--- src/rtl/core/size_class_block_allocator_unit_macros.svh ---
// Assertion helpers for the size-class block allocator.
// Each macro takes a label, an antecedent, a consequent and a message.
// Every check is clocked on clk and held off while rst_n is low.
`ifndef SIZE_CLASS_BLOCK_ALLOCATOR_UNIT_MACROS_SVH
`define SIZE_CLASS_BLOCK_ALLOCATOR_UNIT_MACROS_SVH

// The consequent must hold in the same cycle as the antecedent.
`define SCBA_ASSERT_SAME(lbl, ante, cons, msg) \
    lbl: assert property (@(posedge clk) disable iff (!rst_n) (ante) |-> (cons)) \
        else $error(msg);

// The consequent must hold in the cycle after the antecedent.
`define SCBA_ASSERT_NEXT(lbl, ante, cons, msg) \
    lbl: assert property (@(posedge clk) disable iff (!rst_n) (ante) |=> (cons)) \
        else $error(msg);

`endif

--- src/rtl/core/scba_pkg.sv ---
// ----------------------------------------------------------------------------
// scba_pkg
// Shared types and codes of the size-class block allocator.
// ----------------------------------------------------------------------------
package scba_pkg;

    // Widest pool id and block index that any parameter setting needs
    localparam int POOL_ID_W = 5;
    localparam int BLK_ID_W  = 10;

    // Operation codes
    localparam logic OP_ALLOC = 1'b0;
    localparam logic OP_FREE  = 1'b1;

    // Result status codes
    localparam logic [1:0] ST_OK        = 2'd0;
    localparam logic [1:0] ST_TOO_LARGE = 2'd1;
    localparam logic [1:0] ST_EMPTY     = 2'd2;
    localparam logic [1:0] ST_BAD_FREE  = 2'd3;

    // Classified command handed from the front end to the back end
    typedef struct packed {
        logic                 is_free;
        logic                 reject;
        logic [POOL_ID_W-1:0] pool;
        logic [BLK_ID_W-1:0]  index;
    } scba_cmd_t;

endpackage

--- src/rtl/core/scba_queue.sv ---
// ----------------------------------------------------------------------------
// scba_queue
// Two-entry command queue between the front end and the back end.
// ----------------------------------------------------------------------------
module scba_queue
    import scba_pkg::*;
(
    input  logic      clk,
    input  logic      rst_n,
    input  logic      push,
    input  scba_cmd_t push_cmd,
    input  logic      pop,
    output scba_cmd_t pop_cmd,
    output logic      empty,
    output logic      full
);

    scba_cmd_t   entry_reg [2];
    logic        wr_ptr_reg;
    logic        rd_ptr_reg;
    logic [1:0]  count_reg;
    logic [1:0]  count_next;

    assign empty   = (count_reg == 2'd0);
    assign full    = (count_reg == 2'd2);
    assign pop_cmd = entry_reg[rd_ptr_reg];

    // Track occupancy
    always_comb
    begin
        count_next = count_reg;
        if (push && !pop)
            count_next = count_reg + 2'd1;
        else if (pop && !push)
            count_next = count_reg - 2'd1;
    end

    // Advance pointers
    always_ff @(posedge clk or negedge rst_n)
    begin
        if (!rst_n)
        begin
            wr_ptr_reg <= 1'b0;
            rd_ptr_reg <= 1'b0;
            count_reg  <= 2'd0;
        end
        else
        begin
            count_reg <= count_next;
            if (push)
                wr_ptr_reg <= !wr_ptr_reg;
            if (pop)
                rd_ptr_reg <= !rd_ptr_reg;
        end
    end

    // Hold entries
    always_ff @(posedge clk)
    begin
        if (push)
            entry_reg[wr_ptr_reg] <= push_cmd;
    end

endmodule

--- config.mk ---
export PLATFORM = sky130hd
export DESIGN_NAME = scba_queue
export DESIGN_NICKNAME = d
export VERILOG_FILES = /design/src/rtl/core/size_class_block_allocator_unit_macros.svh /design/src/rtl/core/scba_pkg.sv /design/src/rtl/core/scba_queue.sv
export SDC_FILE = /design/constraint.sdc
export NUM_CORES = 1
export LEC_CHECK = 0
export ABC_CLOCK_PERIOD_IN_PS = 2700
export BUFFER_PORTS_ARGS = -buffer_cell sky130_fd_sc_hd__buf_2
export CAP_MARGIN = 20
export CORE_MARGIN = 2
export CORE_UTILIZATION = 55
export CTS_BUF_LIST = sky130_fd_sc_hd__clkbuf_8
export DETAILED_ROUTE_END_ITERATION = 16
export PLACE_DENSITY = 0.82
export SLEW_MARGIN = 20
export SYNTH_ARGS = -nofsm -noshare
export SYNTH_HDL_FRONTEND = slang
export SYNTH_SLANG_ARGS = --single-unit
--- constraint.sdc ---
create_clock -name clk -period 2.7 [get_ports clk]
set_clock_uncertainty 0.1 [all_clocks]
set_input_delay 0.54 -clock clk [delete_from_list [all_inputs] [get_ports clk]]
set_output_delay 0.54 -clock clk [all_outputs]
set_load 0.02 [all_outputs]
# After elaboration in Yosys (flattened, before gate mapping)
# Memory sizes are Yosys's and may differ from the RTL's.
# Index checks and enable logic that the tools add are counted.
# word_totals
latch_bits	0
out_inout_bits	19
memories	1
rom_bits	0
regBits	4
in_bits	21
ram_bits	34
# memory_table
name	words	width	read_ports	rd_clocked_by_memory_dff	wr	line	text
entry_reg	2	17	1	0	1	scba_queue.sv:18	scba_cmd_t entry_reg [2];
# classes
n_reduce_logical	8
bitwise_logic	0
div	0
shifts	0
addsub	2
muxes	4
order_cmp	0
multipliers	0
eq_ne	1
# op_table
operator	count
$logic_not 1->1	4
$mux 2	2
$add 2x1->2 const B	1
$eq 2x2->1 const B	1
$logic_and 1x1->1	2
$logic_not 2->1	1
$mux 1	2
$reduce_bool 2->1	1
$sub 2x1->2 const B	1

# Logic depth before layout (Yosys ltp)
# depth
word_depth	4
ltp_mapped	5

# Least setup slack after synthesis
# Ideal clock, no wire load.
# synth_path
kind	input -> register
start	in push
end	mem entry_reg[0][0] (netlist name), enable pin
setup_ns	0.393
slack_ns	0.861
stages	1
n_path_buf	0
arrival_time_ns	1.347
cell_sequence	nor2b_1
# synth_between
elab_chain_cells	2
# synth_rtl
element	line	text
start: declaration	scba_queue.sv:10	input logic push,
$mux 1	scba_queue.sv:60	if (push)
$mux 1 (not written as such)	scba_queue.sv:61	entry_reg[wr_ptr_reg] <= push_cmd;
end: declaration	scba_queue.sv:18	
# Every way passes these cells.

==> results.sh <==
export IMPL_status="finished, final reports clean"
export IMPL_dr_pass1_iters=4
export IMPL_grt_pass1_vias=761
export IMPL_cts_resized=0
export IMPL_numCtsBuffers=5
export IMPL_overflow=0
export IMPL_finalSetupTns_ns=0
export IMPL_cp_data_arrival_time_ns=1.60
export IMPL_ctsHtreeMaxLevel=2
export IMPL_p_leak_uw=0.0007367
export IMPL_cts_buffer_depth=2
export IMPL_hold_class="in2reg"
export IMPL_fmax_ghz=0.4461
export IMPL_synthTopCellsByArea="edfxtp_1, mux2_4, dfrtp_1, mux2_2, xor2_1"
export IMPL_holdBufCountCts=1
export IMPL_worst_setup_path_end_kind="output port"
export IMPL_crit_slowest_cell="dfrtp_1"
export IMPL_fin_cells=147
export IMPL_cp_required_ns=2.06
export IMPL_vias_per_cell=5.041
export IMPL_finalCritPeriodShare_pct=83.02
export IMPL_grt_antenna_before_repair=0
export IMPL_critPathKind="reg2out"
export IMPL_slew_headroom_pct=50.58
export IMPL_place_area_sq_um=1680
export IMPL_p_seq_share_pct=45.2
export IMPL_ios=40
export IMPL_die_y_microns=55.59
export IMPL_clk_pin_slew_ns=0.07
export IMPL_synth_cell_types=13
export IMPL_drt_iter0_drc=5
export IMPL_cap_violations=0
export IMPL_drive_gt1_share_pct=55.56
export IMPL_grt_pass1_wl_microns=3712
export IMPL_preCtsSetupSlack_ns=0.7451
export IMPL_hold_slack_ns=0.3489
export IMPL_numClockSinks=38
export IMPL_rsz0062_at_grt="false"
export IMPL_largest_reg_flops=34
export IMPL_vias=741
export IMPL_ys_ff_latch=38
export IMPL_io_buffers=39
export IMPL_met2RoutedLength_microns=1193
export IMPL_cts_root_buffer="clkbuf_8"
export IMPL_dpl_hpwl_microns=1608
export IMPL_comb_power_share_pct=33.4
export IMPL_worst_slew_pin_slew_ns=0.7413
export IMPL_met3_length_microns=108
export IMPL_synthesis_nets=91
export IMPL_setup_viol=0
export IMPL_antenna_cells=0
export IMPL_ys_warn_count=0
export IMPL_yosysSeqAreaShare_pct=76.58
export IMPL_synth_top_area_share_pct=69.74
export IMPL_power_switching_share_pct=31.13
export IMPL_routed_wl_microns=2201
export IMPL_die_w_microns=55.59
export IMPL_cts_tree="done"
export IMPL_top_layer_used="met4"
export IMPL_drtAntennaViolNets=0
export IMPL_core_sq_um=2500
export IMPL_clock_latency_ns=0.28
export IMPL_cts_setup_buffers=0
export IMPL_grt_max_degree=18
export IMPL_finalInstanceArea_sq_um=1790
export IMPL_critPathLaunchType="flop"
export IMPL_slew_viol_final=0
export IMPL_die_area_sq_um=3090
export IMPL_routedLengthMet1_microns=860
export IMPL_fin_crit_ns=2.241
export IMPL_critical_path_max_fanout=12
export IMPL_synth_area_sq_um=1464
export IMPL_fin_nets=138
export IMPL_drc=0
export IMPL_powerDensity_nw_per_um2=1058
export IMPL_p_int_uw=1305
export IMPL_p_sw_uw=589.7
export IMPL_place_inst=138
export IMPL_wl_per_cell_microns=14.97
export IMPL_synthToLayoutAreaGrowth_pct=22.31
export IMPL_ir_drop_mv=0.7028
export IMPL_place_gp_congestion=0.6043
export IMPL_path_cells="buf_4 -> mux2_2 -> buf_2"
export IMPL_num_rows=18
export IMPL_fin_ws_ns=0.4585
export IMPL_synth_top_cell_by_area="edfxtp_1"
export IMPL_slowest_delay_ns=0.50
export IMPL_synth_cells=69
export IMPL_clkPwrFrac_pct=21.4
export IMPL_avgSynthCellArea_sq_um=21.22
export IMPL_hold_violations=0
export IMPL_start_util_pct=58.56
export IMPL_track_usage_pct=16.19
[path summary, 6_finish.rpt]
kind / startpoint / end / slack (ns) / depth (start not counted)
max in group asynchronous: rst_n / rd_ptr_reg / 1.86 / 2
setup reg to reg: wr_ptr_reg / entry_reg[1][9] / 1.23 / 1
hold / removal: push_cmd[2] / entry_reg[1][2] / 0.35 / 1
hold reg to reg: wr_ptr_reg / wr_ptr_reg / 0.40 / 1
min in group asynchronous: rst_n / count_reg[0] / 0.51 / 2
setup / recovery: rd_ptr_reg / pop_cmd[16] / 0.46 / 3
[synth_stat cells (all sizes together)]
cell and count:
inv 1, xor2 4, nor2 2, mux2 17
ha 1, nor2b 2, dfrtp 4, buf 2
xnor2 1, and2 1, edfxtp 34
[per-layer routing]
layer	track usage [%]	vias to the layer above
met5	0	-
met2	27.04	20
met1	18.34	365
met4	8.362	0
li1	-	351
met3	5.581	5
[worst max-delay path, delay by kind of cell (launching register included)]
family | cells | cell delay (ns)
DFF | 1 | 0.50
buffers and inverters | 2 | 0.46
muxes | 1 | 0.36
[power groups by stage]
stage / clock (uW) / combinational [uW] / sequential, uW
floorplan: 0 / 521 / 838
global placement: 0 / 632 / 856
detailed placement: 0 / 641 / 871
CTS: 412 / 643 / 859
global route: 439 / 678 / 873
finish: 405 / 633 / 856
[per-stage QoR]
stage	power (uW)	utilization, %
floorplan	1359	-
global placement	1488	67.22
detailed placement	1512	67.22
CTS	1914	71.62
global route	1989	71.62
finish	1894	71.62
[final cells by class]
| cell class | instances | area, sq um |
|---|---|---|
| Clock buffer | 7 | 96.34 |
| Clock inverter | 1 | 3.754 |
| Fill cell | 178 | 709.4 |
| Inverter | 1 | 3.754 |
| Multi-Input combinational cell | 28 | 307.8 |
| Sequential cell | 38 | 1121 |
| Tap cell | 30 | 37.54 |
| Timing Repair Buffer | 42 | 220.2 |
[cells by family (layout without fill, tap and decap cells)]
kind of cell               Yosys count  in the layout  synth area share [%]
DFF                                 38             38                 76.58
and+or+nand+nor                      5              5                 1.795
xor gates and xnor gates             5              5                 2.991
buffers and inverters                3             51                 2.393
muxes                               17             17                 15.38
adders and majority gates            1              1                0.8546
[cell usage in the layout, fill, tap and decap left out]
cell	synthesis	layout
dlygate4sd3_1	0	1
buf_2	0	39
nor2b_1	2	2
xor2_1	4	4
clkbuf_8	0	7
clkinv_1	0	1
and2_1	1	1
inv_1	1	1
xnor2_1	1	1
dfrtp_1	4	4
buf_4	0	2
edfxtp_1	34	34
mux2_2	8	8
nor2_1	2	2
ha_1	1	1
mux2_4	9	9
No activity file was read; power rests on OpenSTA's default activity.
