## src/rtl/core/size_class_block_allocator_unit_macros.svh

```systemverilog
// Assertion helpers for the size-class block allocator.
// Each macro takes a label, an antecedent, a consequent and a message.
// Every check is clocked on clk and held off while rst_n is low.
`ifndef SIZE_CLASS_BLOCK_ALLOCATOR_UNIT_MACROS_SVH
`define SIZE_CLASS_BLOCK_ALLOCATOR_UNIT_MACROS_SVH

// The consequent must hold in the same cycle as the antecedent.
`define SCBA_ASSERT_SAME(lbl, ante, cons, msg) \
    lbl: assert property (@(posedge clk) disable iff (!rst_n) (ante) |-> (cons)) \
        else $error(msg);

// The consequent must hold in the cycle after the antecedent.
`define SCBA_ASSERT_NEXT(lbl, ante, cons, msg) \
    lbl: assert property (@(posedge clk) disable iff (!rst_n) (ante) |=> (cons)) \
        else $error(msg);

`endif

```

## src/rtl/core/scba_pkg.sv

```systemverilog
// ----------------------------------------------------------------------------
// scba_pkg
// Shared types and codes of the size-class block allocator.
// ----------------------------------------------------------------------------
package scba_pkg;

    // Widest pool id and block index that any parameter setting needs
    localparam int POOL_ID_W = 5;
    localparam int BLK_ID_W  = 10;

    // Operation codes
    localparam logic OP_ALLOC = 1'b0;
    localparam logic OP_FREE  = 1'b1;

    // Result status codes
    localparam logic [1:0] ST_OK        = 2'd0;
    localparam logic [1:0] ST_TOO_LARGE = 2'd1;
    localparam logic [1:0] ST_EMPTY     = 2'd2;
    localparam logic [1:0] ST_BAD_FREE  = 2'd3;

    // Classified command handed from the front end to the back end
    typedef struct packed {
        logic                 is_free;
        logic                 reject;
        logic [POOL_ID_W-1:0] pool;
        logic [BLK_ID_W-1:0]  index;
    } scba_cmd_t;

endpackage

```

## src/rtl/core/scba_front.sv

```systemverilog
// ----------------------------------------------------------------------------
// scba_front
// Accepts commands and classifies them: size class of an allocation, range
// check of a free.
// ----------------------------------------------------------------------------
module scba_front
    import scba_pkg::*;
#(
    parameter int MIN_SHIFT       = 5,
    parameter int POW2_CLASSES    = 8,
    parameter int NUM_POOLS       = 16,
    parameter int BLOCKS_PER_POOL = 64
)
(
    input  logic        start,
    input  logic        op,
    input  logic [19:0] req_size,
    input  logic [3:0]  free_pool,
    input  logic [5:0]  free_index,
    input  logic [7:0]  header_bytes,
    input  logic        hold,
    output logic        busy,
    output logic        push,
    output scba_cmd_t   cmd
);

    localparam int LIN_SHIFT = MIN_SHIFT + POW2_CLASSES;
    localparam logic [31:0] LIN_BYTES = 32'd1 << LIN_SHIFT;
    localparam logic [31:0] TOP_POW2  = 32'd1 << (LIN_SHIFT - 1);

    logic [20:0] size_up;
    logic [21:0] total;
    logic [31:0] total_ext;
    logic [31:0] class_id;
    logic        too_large;
    logic        free_bad;

    // Round the request up to a word and add the header
    assign size_up   = 21'(req_size) + 21'd3;
    assign total     = 22'({size_up[20:2], 2'b00}) + 22'(header_bytes);
    assign total_ext = 32'(total);

    // Pick the smallest power-of-two class, or a linear class above them
    always_comb
    begin
        class_id = 32'(POW2_CLASSES - 1);
        if (total_ext > TOP_POW2)
        begin
            class_id = 32'(POW2_CLASSES) - 32'd1
                     + ((total_ext + LIN_BYTES - 32'd1) >> LIN_SHIFT);
        end
        else
        begin
            for (int i = POW2_CLASSES - 1; i >= 0; i--)
            begin
                if ((32'd1 << (MIN_SHIFT + i)) >= total_ext)
                    class_id = 32'(i);
            end
        end
    end

    assign too_large = class_id >= 32'(NUM_POOLS);
    assign free_bad  = (32'(free_pool) >= 32'(NUM_POOLS))
                    || (32'(free_index) >= 32'(BLOCKS_PER_POOL));

    // Build the command for the queue
    always_comb
    begin
        cmd.is_free = (op == OP_FREE);
        if (op == OP_FREE)
        begin
            cmd.reject = free_bad;
            cmd.pool   = POOL_ID_W'(free_pool);
            cmd.index  = BLK_ID_W'(free_index);
        end
        else
        begin
            cmd.reject = too_large;
            cmd.pool   = class_id[POOL_ID_W-1:0];
            cmd.index  = '0;
        end
    end

    assign busy = hold;
    assign push = start && !hold;

endmodule

```

## config.mk

```make
export PLATFORM = sky130hd
export DESIGN_NAME = scba_front
export DESIGN_NICKNAME = d
export VERILOG_FILES = /design/src/rtl/core/size_class_block_allocator_unit_macros.svh /design/src/rtl/core/scba_pkg.sv /design/src/rtl/core/scba_front.sv
export SDC_FILE = /design/constraint.sdc
export NUM_CORES = 1
export LEC_CHECK = 0
export BUFFER_PORTS_ARGS = -buffer_cell sky130_fd_sc_hd__buf_4
export CORE_MARGIN = 5
export CORE_UTILIZATION = 56
export DETAILED_ROUTE_END_ITERATION = 8
export PLACE_DENSITY = 0.91
export SLEW_MARGIN = 5
export SYNTH_ARGS = -nofsm -noshare
export SYNTH_HDL_FRONTEND = slang
export SYNTH_SLANG_ARGS = --single-unit
```

## constraint.sdc

```tcl
create_clock -name vclk -period 14.76
set_input_delay 2.214 -clock vclk [all_inputs]
set_output_delay 2.214 -clock vclk [all_outputs]
set_load 0.1 [all_outputs]
```

# After elaboration in Yosys (flattened, before gate mapping)

Index checks and enable logic that the tools add are counted.

Bits in registers: 0
Input port bits: 41
Output and inout port bits: 19
Logic and storage cells: 25

Add/sub/neg operators: 5
$lt $le $gt $ge: 9
Mux-type cells: 9
Reductions and logical operators: 2

Operators by type and width:

| cell                                                                | count |
|---|---|
| 2-to-1 mux 32 bit                                                   | 7 |
| greater-or-equal comparator 32 x 5 -> 1 bit (second input constant) | 1 |
| subtractor 23 x 1 -> 24 bit (second input constant)                 | 1 |
| adder 22 x 14 -> 23 bit (second input constant)                     | 1 |
| adder 21 x 8 -> 22 bit                                              | 1 |
| greater-or-equal comparator 10 x 22 -> 1 bit (first input constant) | 1 |
| greater-or-equal comparator 11 x 22 -> 1 bit (first input constant) | 1 |
| greater-or-equal comparator 12 x 22 -> 1 bit (first input constant) | 1 |
| greater-or-equal comparator 6 x 22 -> 1 bit (first input constant)  | 1 |
| greater-or-equal comparator 7 x 22 -> 1 bit (first input constant)  | 1 |
| greater-or-equal comparator 8 x 22 -> 1 bit (first input constant)  | 1 |
| greater-or-equal comparator 9 x 22 -> 1 bit (first input constant)  | 1 |
| greater-than comparator 22 x 13 -> 1 bit (second input constant)    | 1 |
| adder 20 x 2 -> 21 bit (second input constant)                      | 1 |
| adder 3 x 19 -> 20 bit (first input constant)                       | 1 |
| 2-to-1 mux 16 bit                                                   | 1 |
| logical AND 1 bit                                                   | 1 |
| zero test 1 bit                                                     | 1 |
| 2-to-1 mux 1 bit                                                    | 1 |

# Longest topological paths before layout

Gate-level depths: netlist (run 1).

Depth in word-level cells: 13
Mapped depth: 16
Gate-level depth less buffers: 16

# Least setup slack after synthesis (run 1)

Ideal clock, no wire load.

Path kind: input port to output port
Start: input port req_size[1]
End: output port cmd[15] (netlist bit)
Arrival time: 7678 ps
Required time: 12546 ps
Path slack: 4868 ps
Stages: 16
Buffers on the path: 0
Cell sequence: nor2_1 > xnor2_1 > ha_1 > fa_1 > or4_1 > nor2_1 > o21ai_0 > nor3_1 > nand3_1 > nor4_2 > nor2_1 > xnor2_1 > ha_1 > o21bai_1 > o211ai_1 > a211oi_1

RTL lines:

| item        | RTL line         | text |
|---|---|---|
| from (decl) | scba_front.sv:17 | `input logic [19:0] req_size,` |
| to (decl)   | scba_front.sv:24 | `output scba_cmd_t cmd` |

==> run_results.csv, run 1 <==
group,metric,value,unit
cts,cts_setup_buffers,0,
worst_setup_path,required,12.55,ns
drt,drc_errors,0,
layout,multi_input_area,0.00137,mm^2
grt,grt_max_degree,13,
timing,fmax,116,MHz
pwr,p_clk_share,0,%
yosys,ys_types,64,
pwr,swShare,65.9,%
drt,drtIter0Drc,74,
yosys,yosysWarnings,0,
worst_setup_path,slowest_stage,"or4_1",
floorplanning,rows,18,
timing,fin_setup_tns,0,ns
timing,finalCritPeriodShare,58.6,%
timing,finalSetupViolCount,0,
floorplanning,io_pins,60,
grt,grt_pass1_vias,1523,
place,numPortBuffers,56,
timing,grt_setup_unrepaired,"no",
grt,grt_overflow,0,
yosys,yosysSeqAreaShare,0,%
floorplanning,core,0.00248,mm^2
grt,groute.usage.overall,21.5,%
yosys,synth.mux.area_fraction,2.23,%
min_path,worstHoldPathType,"input port to output pin",
drt,dr.pass1.iters,4,
cts,cts_hold_buf,0,
layout,antennaDiodeCount,0,
yosys,synth_simple_gate_area_share,34.3,%
run_status,status,"completed",
layout,seq_area,0,um^2
layout,nClkBuffers,0,
layout,final_nets,307,
timing,hold_violations,0,
drt,detail-route-antenna-nets,0,
timing,maxSlewViolCount,0,
pwr,power_frac_comb,100.0,%
layout,design.seq.count,0,
drt,wirelength,3.89,mm
yosys,syn_area,0.00146,mm^2
worst_setup_path,path_class,"input port to output pin",
pwr,leakagePower,0.770,nW
layout,fill_cells,212,
yosys,synth-compound-area-share,30.3,%
worst_setup_path,slowest_delay,0.52,ns
pwr,p_seq_share,0,%
pwr,powerDensity,47.6,mW/mm^2
pwr,vdd_drop_max,0.0386,mV
layout,areaGrowthSynthToFinish,28.3,%
timing,period_needed,8.66,ns
floorplanning,die_area,0.00372,mm^2
worst_setup_path,crit_path_end_kind,"output pin",
yosys,yosysMostFrequentCell,"xnor2_1",
grt,grt_antenna_before_repair,0,
yosys,synth_area_leaders,"xnor2_1 (11%), ha_1 (6.9%), nor2_1 (4.4%), a21oi_1 (3.8%), nand3_1 (3.1%)",
layout,drive_gt1_share,28.6,%
worst_setup_path,critPathArrivalTime,6.44,ns
timing,slew_headroom,48.8,%
worst_setup_path,start_kind,"input port",
yosys,netlist_top_cells_count,"xnor2_1 (19), nor2_1 (17), nand2_1 (12), a21oi_1 (11), inv_1 (10)",
yosys,synth_top_family_by_area,"simple AND/OR/NAND/NOR gates",
yosys,yosys.area_share.adder,8.93,%
cts,cts_resized,0,
yosys,syn_inst,205,
grt,grt_pass1_wl,6.52,mm
drt,wire_per_inst,13.7,um
floorplanning,die_w,61.0,um
floorplanning,die_h,61.0,um
pwr,power_switching,58.6,uW
drt,viasPerCell,6.01,
drt,vias,1713,
yosys,synthDominantCellAreaShare,11.4,%
yosys,synth_xor_area_share,17.4,%
worst_setup_path,critPathMostFrequentCell,"nor2_1",
timing,hold_ws,4.76,ns
worst_setup_path,critPathMaxFanout,7,
worst_setup_path,crit_chain,"buf_4 -> nor2_1 -> xnor2_1 -> ha_1 -> fa_1 -> or4_1 -> nor2_1 -> o21ai_0 -> nor3_1 -> nand3_1 -> nor4_2 -> nor2_1 -> xnor2_1 -> ha_1 -> o21bai_1 -> o211ai_1 -> a211oi_1 -> buf_4",
place,place.gp.congestion,0.869,
run,cap_viol_max_count,0,
yosys,yosysTopAreaCell,"xnor2_1",
place,hpwlAfterDp,3.35,mm
floorplanning,initial_utilization,58.8,%
timing,worstMarginPinSlew,0.760,ns
min_path,whs_path_depth,2,
pwr,p_int,30.3,uW
yosys,avgSynthCellArea,7.10,um^2
kinds of logic (layout without fill, tap and decap cells):
logic type,count (synthesis),after routing
adder cells (fa/ha/maj),10,10
other,1,4
XOR/XNOR,26,26
AND/OR/NAND/NOR,87,87
AO/OA/AOI/OAI,59,59
buffers and inverters,19,66
multiplexers,3,3
final timing paths:
| kind | startpoint | endpoint |
|---|---|---|
| setup / recovery | req_size[1] | cmd[15] |
| hold / removal | hold | busy |
worst max-delay path, delay by kind of cell:
family          cells  cell delay [ns]
fa+ha+maj           3             0.92
xor+xnor            2             0.29
compound gates      4             0.70
simple gates        7             1.86
buf+inv             2             0.45
layer usage:
metal | track usage, % | vias up | routed length [um]
met2 | 37.3 | 62 | 1830
met3 | 0.426 | 0 | 287
met5 | 0 | - | 0
met4 | 0.619 | 0 | 0
met1 | 31.4 | 779 | 1770
li1 | - | 872 | -
area by class of cell:
| class | instances | share of cell area (%) |
|---|---|---|
| timing repair buffer | 56 | 22.5 |
| multi-input combinational | 189 | 73.5 |
| tap | 30 | 2.01 |
| inverter | 10 | 2.01 |
stage by stage:
step | std cells | util (%) | power (mW) | worst slack, ns | area (um^2)
after floorplan | 208 | - | 0.0662 | 4.87 | 1470
after global placement | 285 | 75.4 | 0.0868 | 6.26 | 1870
after detailed placement | 285 | 75.4 | 0.0880 | 6.14 | 1870
after CTS | 285 | 75.4 | 0.0883 | 6.13 | 1870
after global routing | 285 | 75.4 | 0.0955 | 5.70 | 1870
final | 285 | 75.4 | 0.0889 | 6.10 | 1870
power groups by stage:
stage	logic [mW]	registers [mW]	clock network [mW]
after detailed placement	0.0880	0	0
after global placement	0.0868	0	0
after global routing	0.0955	0	0
after floorplan	0.0662	0	0
final	0.0889	0	0
after CTS	0.0883	0	0
cell usage in the layout (no fill, tap or decap), types with 4 or more instances in the layout:
cell / n
nor4_1: 5
and2_1: 6
nor2_1: 17
o211ai_1: 4
inv_1: 10
o21ai_0: 7
or3_1: 4
buf_4: 56
ha_1: 8
nand3_1: 9
nand2_1: 12
nor3_1: 9
a21oi_1: 11
xor2_1: 5
conb_1: 4
xnor2_1: 19
(Power assumes the default switching activity.)
==> inputs of run 2 (changes only) <==
--- a/config.mk
+++ b/config.mk
@@ -5,11 +5,12 @@
 export SDC_FILE = /design/constraint.sdc
 export NUM_CORES = 1
 export LEC_CHECK = 0
+export ABC_AREA = 1
 export BUFFER_PORTS_ARGS = -buffer_cell sky130_fd_sc_hd__buf_4
 export CORE_MARGIN = 5
-export CORE_UTILIZATION = 56
+export CORE_UTILIZATION = 51
 export DETAILED_ROUTE_END_ITERATION = 8
-export PLACE_DENSITY = 0.91
+export PLACE_DENSITY = 0.81
 export SLEW_MARGIN = 5
 export SYNTH_ARGS = -nofsm -noshare
 export SYNTH_HDL_FRONTEND = slang
==> constraint.sdc (replaced) <==
create_clock -name vclk -period 7.4
set_input_delay 1.11 -clock vclk [all_inputs]
set_output_delay 1.11 -clock vclk [all_outputs]
set_load 0.1 [all_outputs]
==> run_results.csv, run 2 <==
group,metric,value,unit
run_status,status,"completed",
yosys,synth_area_leaders,"nand2_1 (19%), nand3_1 (10%), inv_1 (9.6%), nor2_1 (8.4%), nand2_2 (7.7%)",
run,cap_viol_max_count,0,
yosys,ys_types,40,
yosys,synth_top_family_by_area,"simple AND/OR/NAND/NOR gates",
worst_setup_path,critPathMostFrequentCell,"nand2_1",
timing,period_needed,5.85,ns
timing,maxSlewViolCount,0,
drt,detail-route-antenna-nets,0,
place,dp_cells,507,
timing,grt_setup_unrepaired,"no",
grt,grt_antenna_before_repair,0,
worst_setup_path,start_kind,"input port",
cts,cts_resized,0,
floorplanning,core,0.00406,mm^2
pwr,power,193,uW
pwr,power_switching,136,uW
layout,utilization,64.4,%
yosys,yosysTopAreaCell,"nand2_1",
layout,nClkBuffers,0,
yosys,avgSynthCellArea,5.37,um^2
drt,wire_per_inst,10.3,um
timing,finalCritPeriodShare,79.0,%
worst_setup_path,path_class,"input port to output pin",
worst_setup_path,required,6.29,ns
layout,areaGrowthSynthToFinish,19.9,%
grt,groute.usage.overall,18.3,%
layout,seq_area,0,um^2
pwr,p_int,57.2,uW
drt,drtIter0Drc,105,
yosys,yosysSeqAreaShare,0,%
timing,fmax,171,MHz
drt,viasPerCell,5.01,
yosys,netlist_top_cells_count,"nand2_1 (112), inv_1 (56), nor2_1 (49), nand3_1 (44), nand2_2 (27)",
cts,cts_hold_buf,0,
timing,fin_setup_tns,0,ns
layout,drive_gt1_share,29.1,%
yosys,syn_inst,406,
floorplanning,initial_utilization,53.7,%
pwr,swShare,70.4,%
floorplanning,die_area,0.00568,mm^2
yosys,yosysWarnings,0,
grt,grt_pass1_wl,8.76,mm
layout,fill_cells,416,
floorplanning,die_w,75.4,um
place,place.gp.congestion,0.975,
place,numPortBuffers,56,
yosys,synth-compound-area-share,7.75,%
yosys,syn_area,0.00218,mm^2
drt,dr.pass1.iters,4,
drt,drc_errors,0,
yosys,synth_xor_area_share,2.87,%
pwr,power_frac_comb,100.0,%
timing,hold_violations,0,
layout,mostFrequentLayoutCells,"nand2_1 (112), inv_1 (56), buf_4 (56)",
worst_setup_path,critPathArrivalTime,4.74,ns
grt,grt_overflow,0,
floorplanning,rows,23,
cts,cts_setup_buffers,0,
layout,antennaDiodeCount,0,
grt,grt_pass1_vias,2252,
layout,design.seq.count,0,
grt,grt_max_degree,14,
min_path,worstHoldPathType,"input port to output pin",
worst_setup_path,slowest_delay,0.35,ns
pwr,vdd_drop_max,0.0315,mV
worst_setup_path,crit_path_end_kind,"output pin",
layout,layout_commonest_cell,"nand2_1",
worst_setup_path,path_delay_family,"simple AND/OR/NAND/NOR gates",
pwr,leakagePower,1.44,nW
floorplanning,io_pins,60,
place,hpwlAfterDp,4.79,mm
worst_setup_path,slowest_stage,"nor2_4",
yosys,synth.mux.area_fraction,0,%
yosys,synth_simple_gate_area_share,68.9,%
worst_setup_path,path_buf_inv,6,
floorplanning,die_h,75.4,um
drt,wirelength,5.21,mm
drt,vias,2542,
yosys,synthDominantCellAreaShare,19.3,%
pwr,p_seq_share,0,%
worst_setup_path,critPathMaxFanout,13,
timing,finalSetupViolCount,0,
pwr,p_clk_share,0,%
layout,final_nets,509,
layout,final_cells,507,
pwr,powerDensity,73.9,mW/mm^2
yosys,yosysMostFrequentCell,"nand2_1",
yosys,yosys.area_share.adder,5.51,%
-- run 2: path summary, 6_finish.rpt --
| check | startpoint | to | slack (ns) | depth (start not counted) |
|---|---|---|---|---|
| worst min-delay path | hold | busy | 2.56 | 2 |
| worst max-delay path | req_size[2] | cmd[15] | 1.55 | 31 |
-- run 2: per-layer routing --
metal | share of wire (%) | global-route usage [%] | vias to the layer above
met5 | 0 | 0 | -
li1 | - | - | 1382
met2 | 49 | 35.9 | 59
met4 | 0.59 | 1.55 | 0
met3 | 6.1 | 0.264 | 4
met1 | 44 | 23.1 | 1097
-- run 2: stage by stage --
stage / hold slack [ns] / setup WS (ns) / instance area, um^2
after floorplan: 2.43 / 1.04 / 2190
after global placement: 2.56 / 1.70 / 2610
after detailed placement: 2.56 / 1.55 / 2610
after CTS: 2.56 / 1.54 / 2610
final: 2.56 / 1.55 / 2610
after global routing: 2.56 / 1.10 / 2610
-- run 2: cell type report --
type                            count  area (um^2)  area share (%)
Timing Repair Buffer               56          420            16.1
Multi-Input combinational cell    331         1870            71.5
Tap cell                           50         62.6            2.39
Inverter                           70          263            10.1
-- run 2: power groups by stage --
stage	Clock, mW	Combinational [mW]	Sequential (mW)
finish	0	0.193	0
global route	0	0.212	0
CTS	0	0.194	0
detailed placement	0	0.194	0
global placement	0	0.191	0
floorplan	0	0.149	0
-- run 2: logic make-up after synthesis --
logic type,Yosys count
AOI/OAI and AO/OA,27
xor gates and xnor gates,5
adders and majority gates,9
buffers and inverters,78
other,1
and+or+nand+nor,286
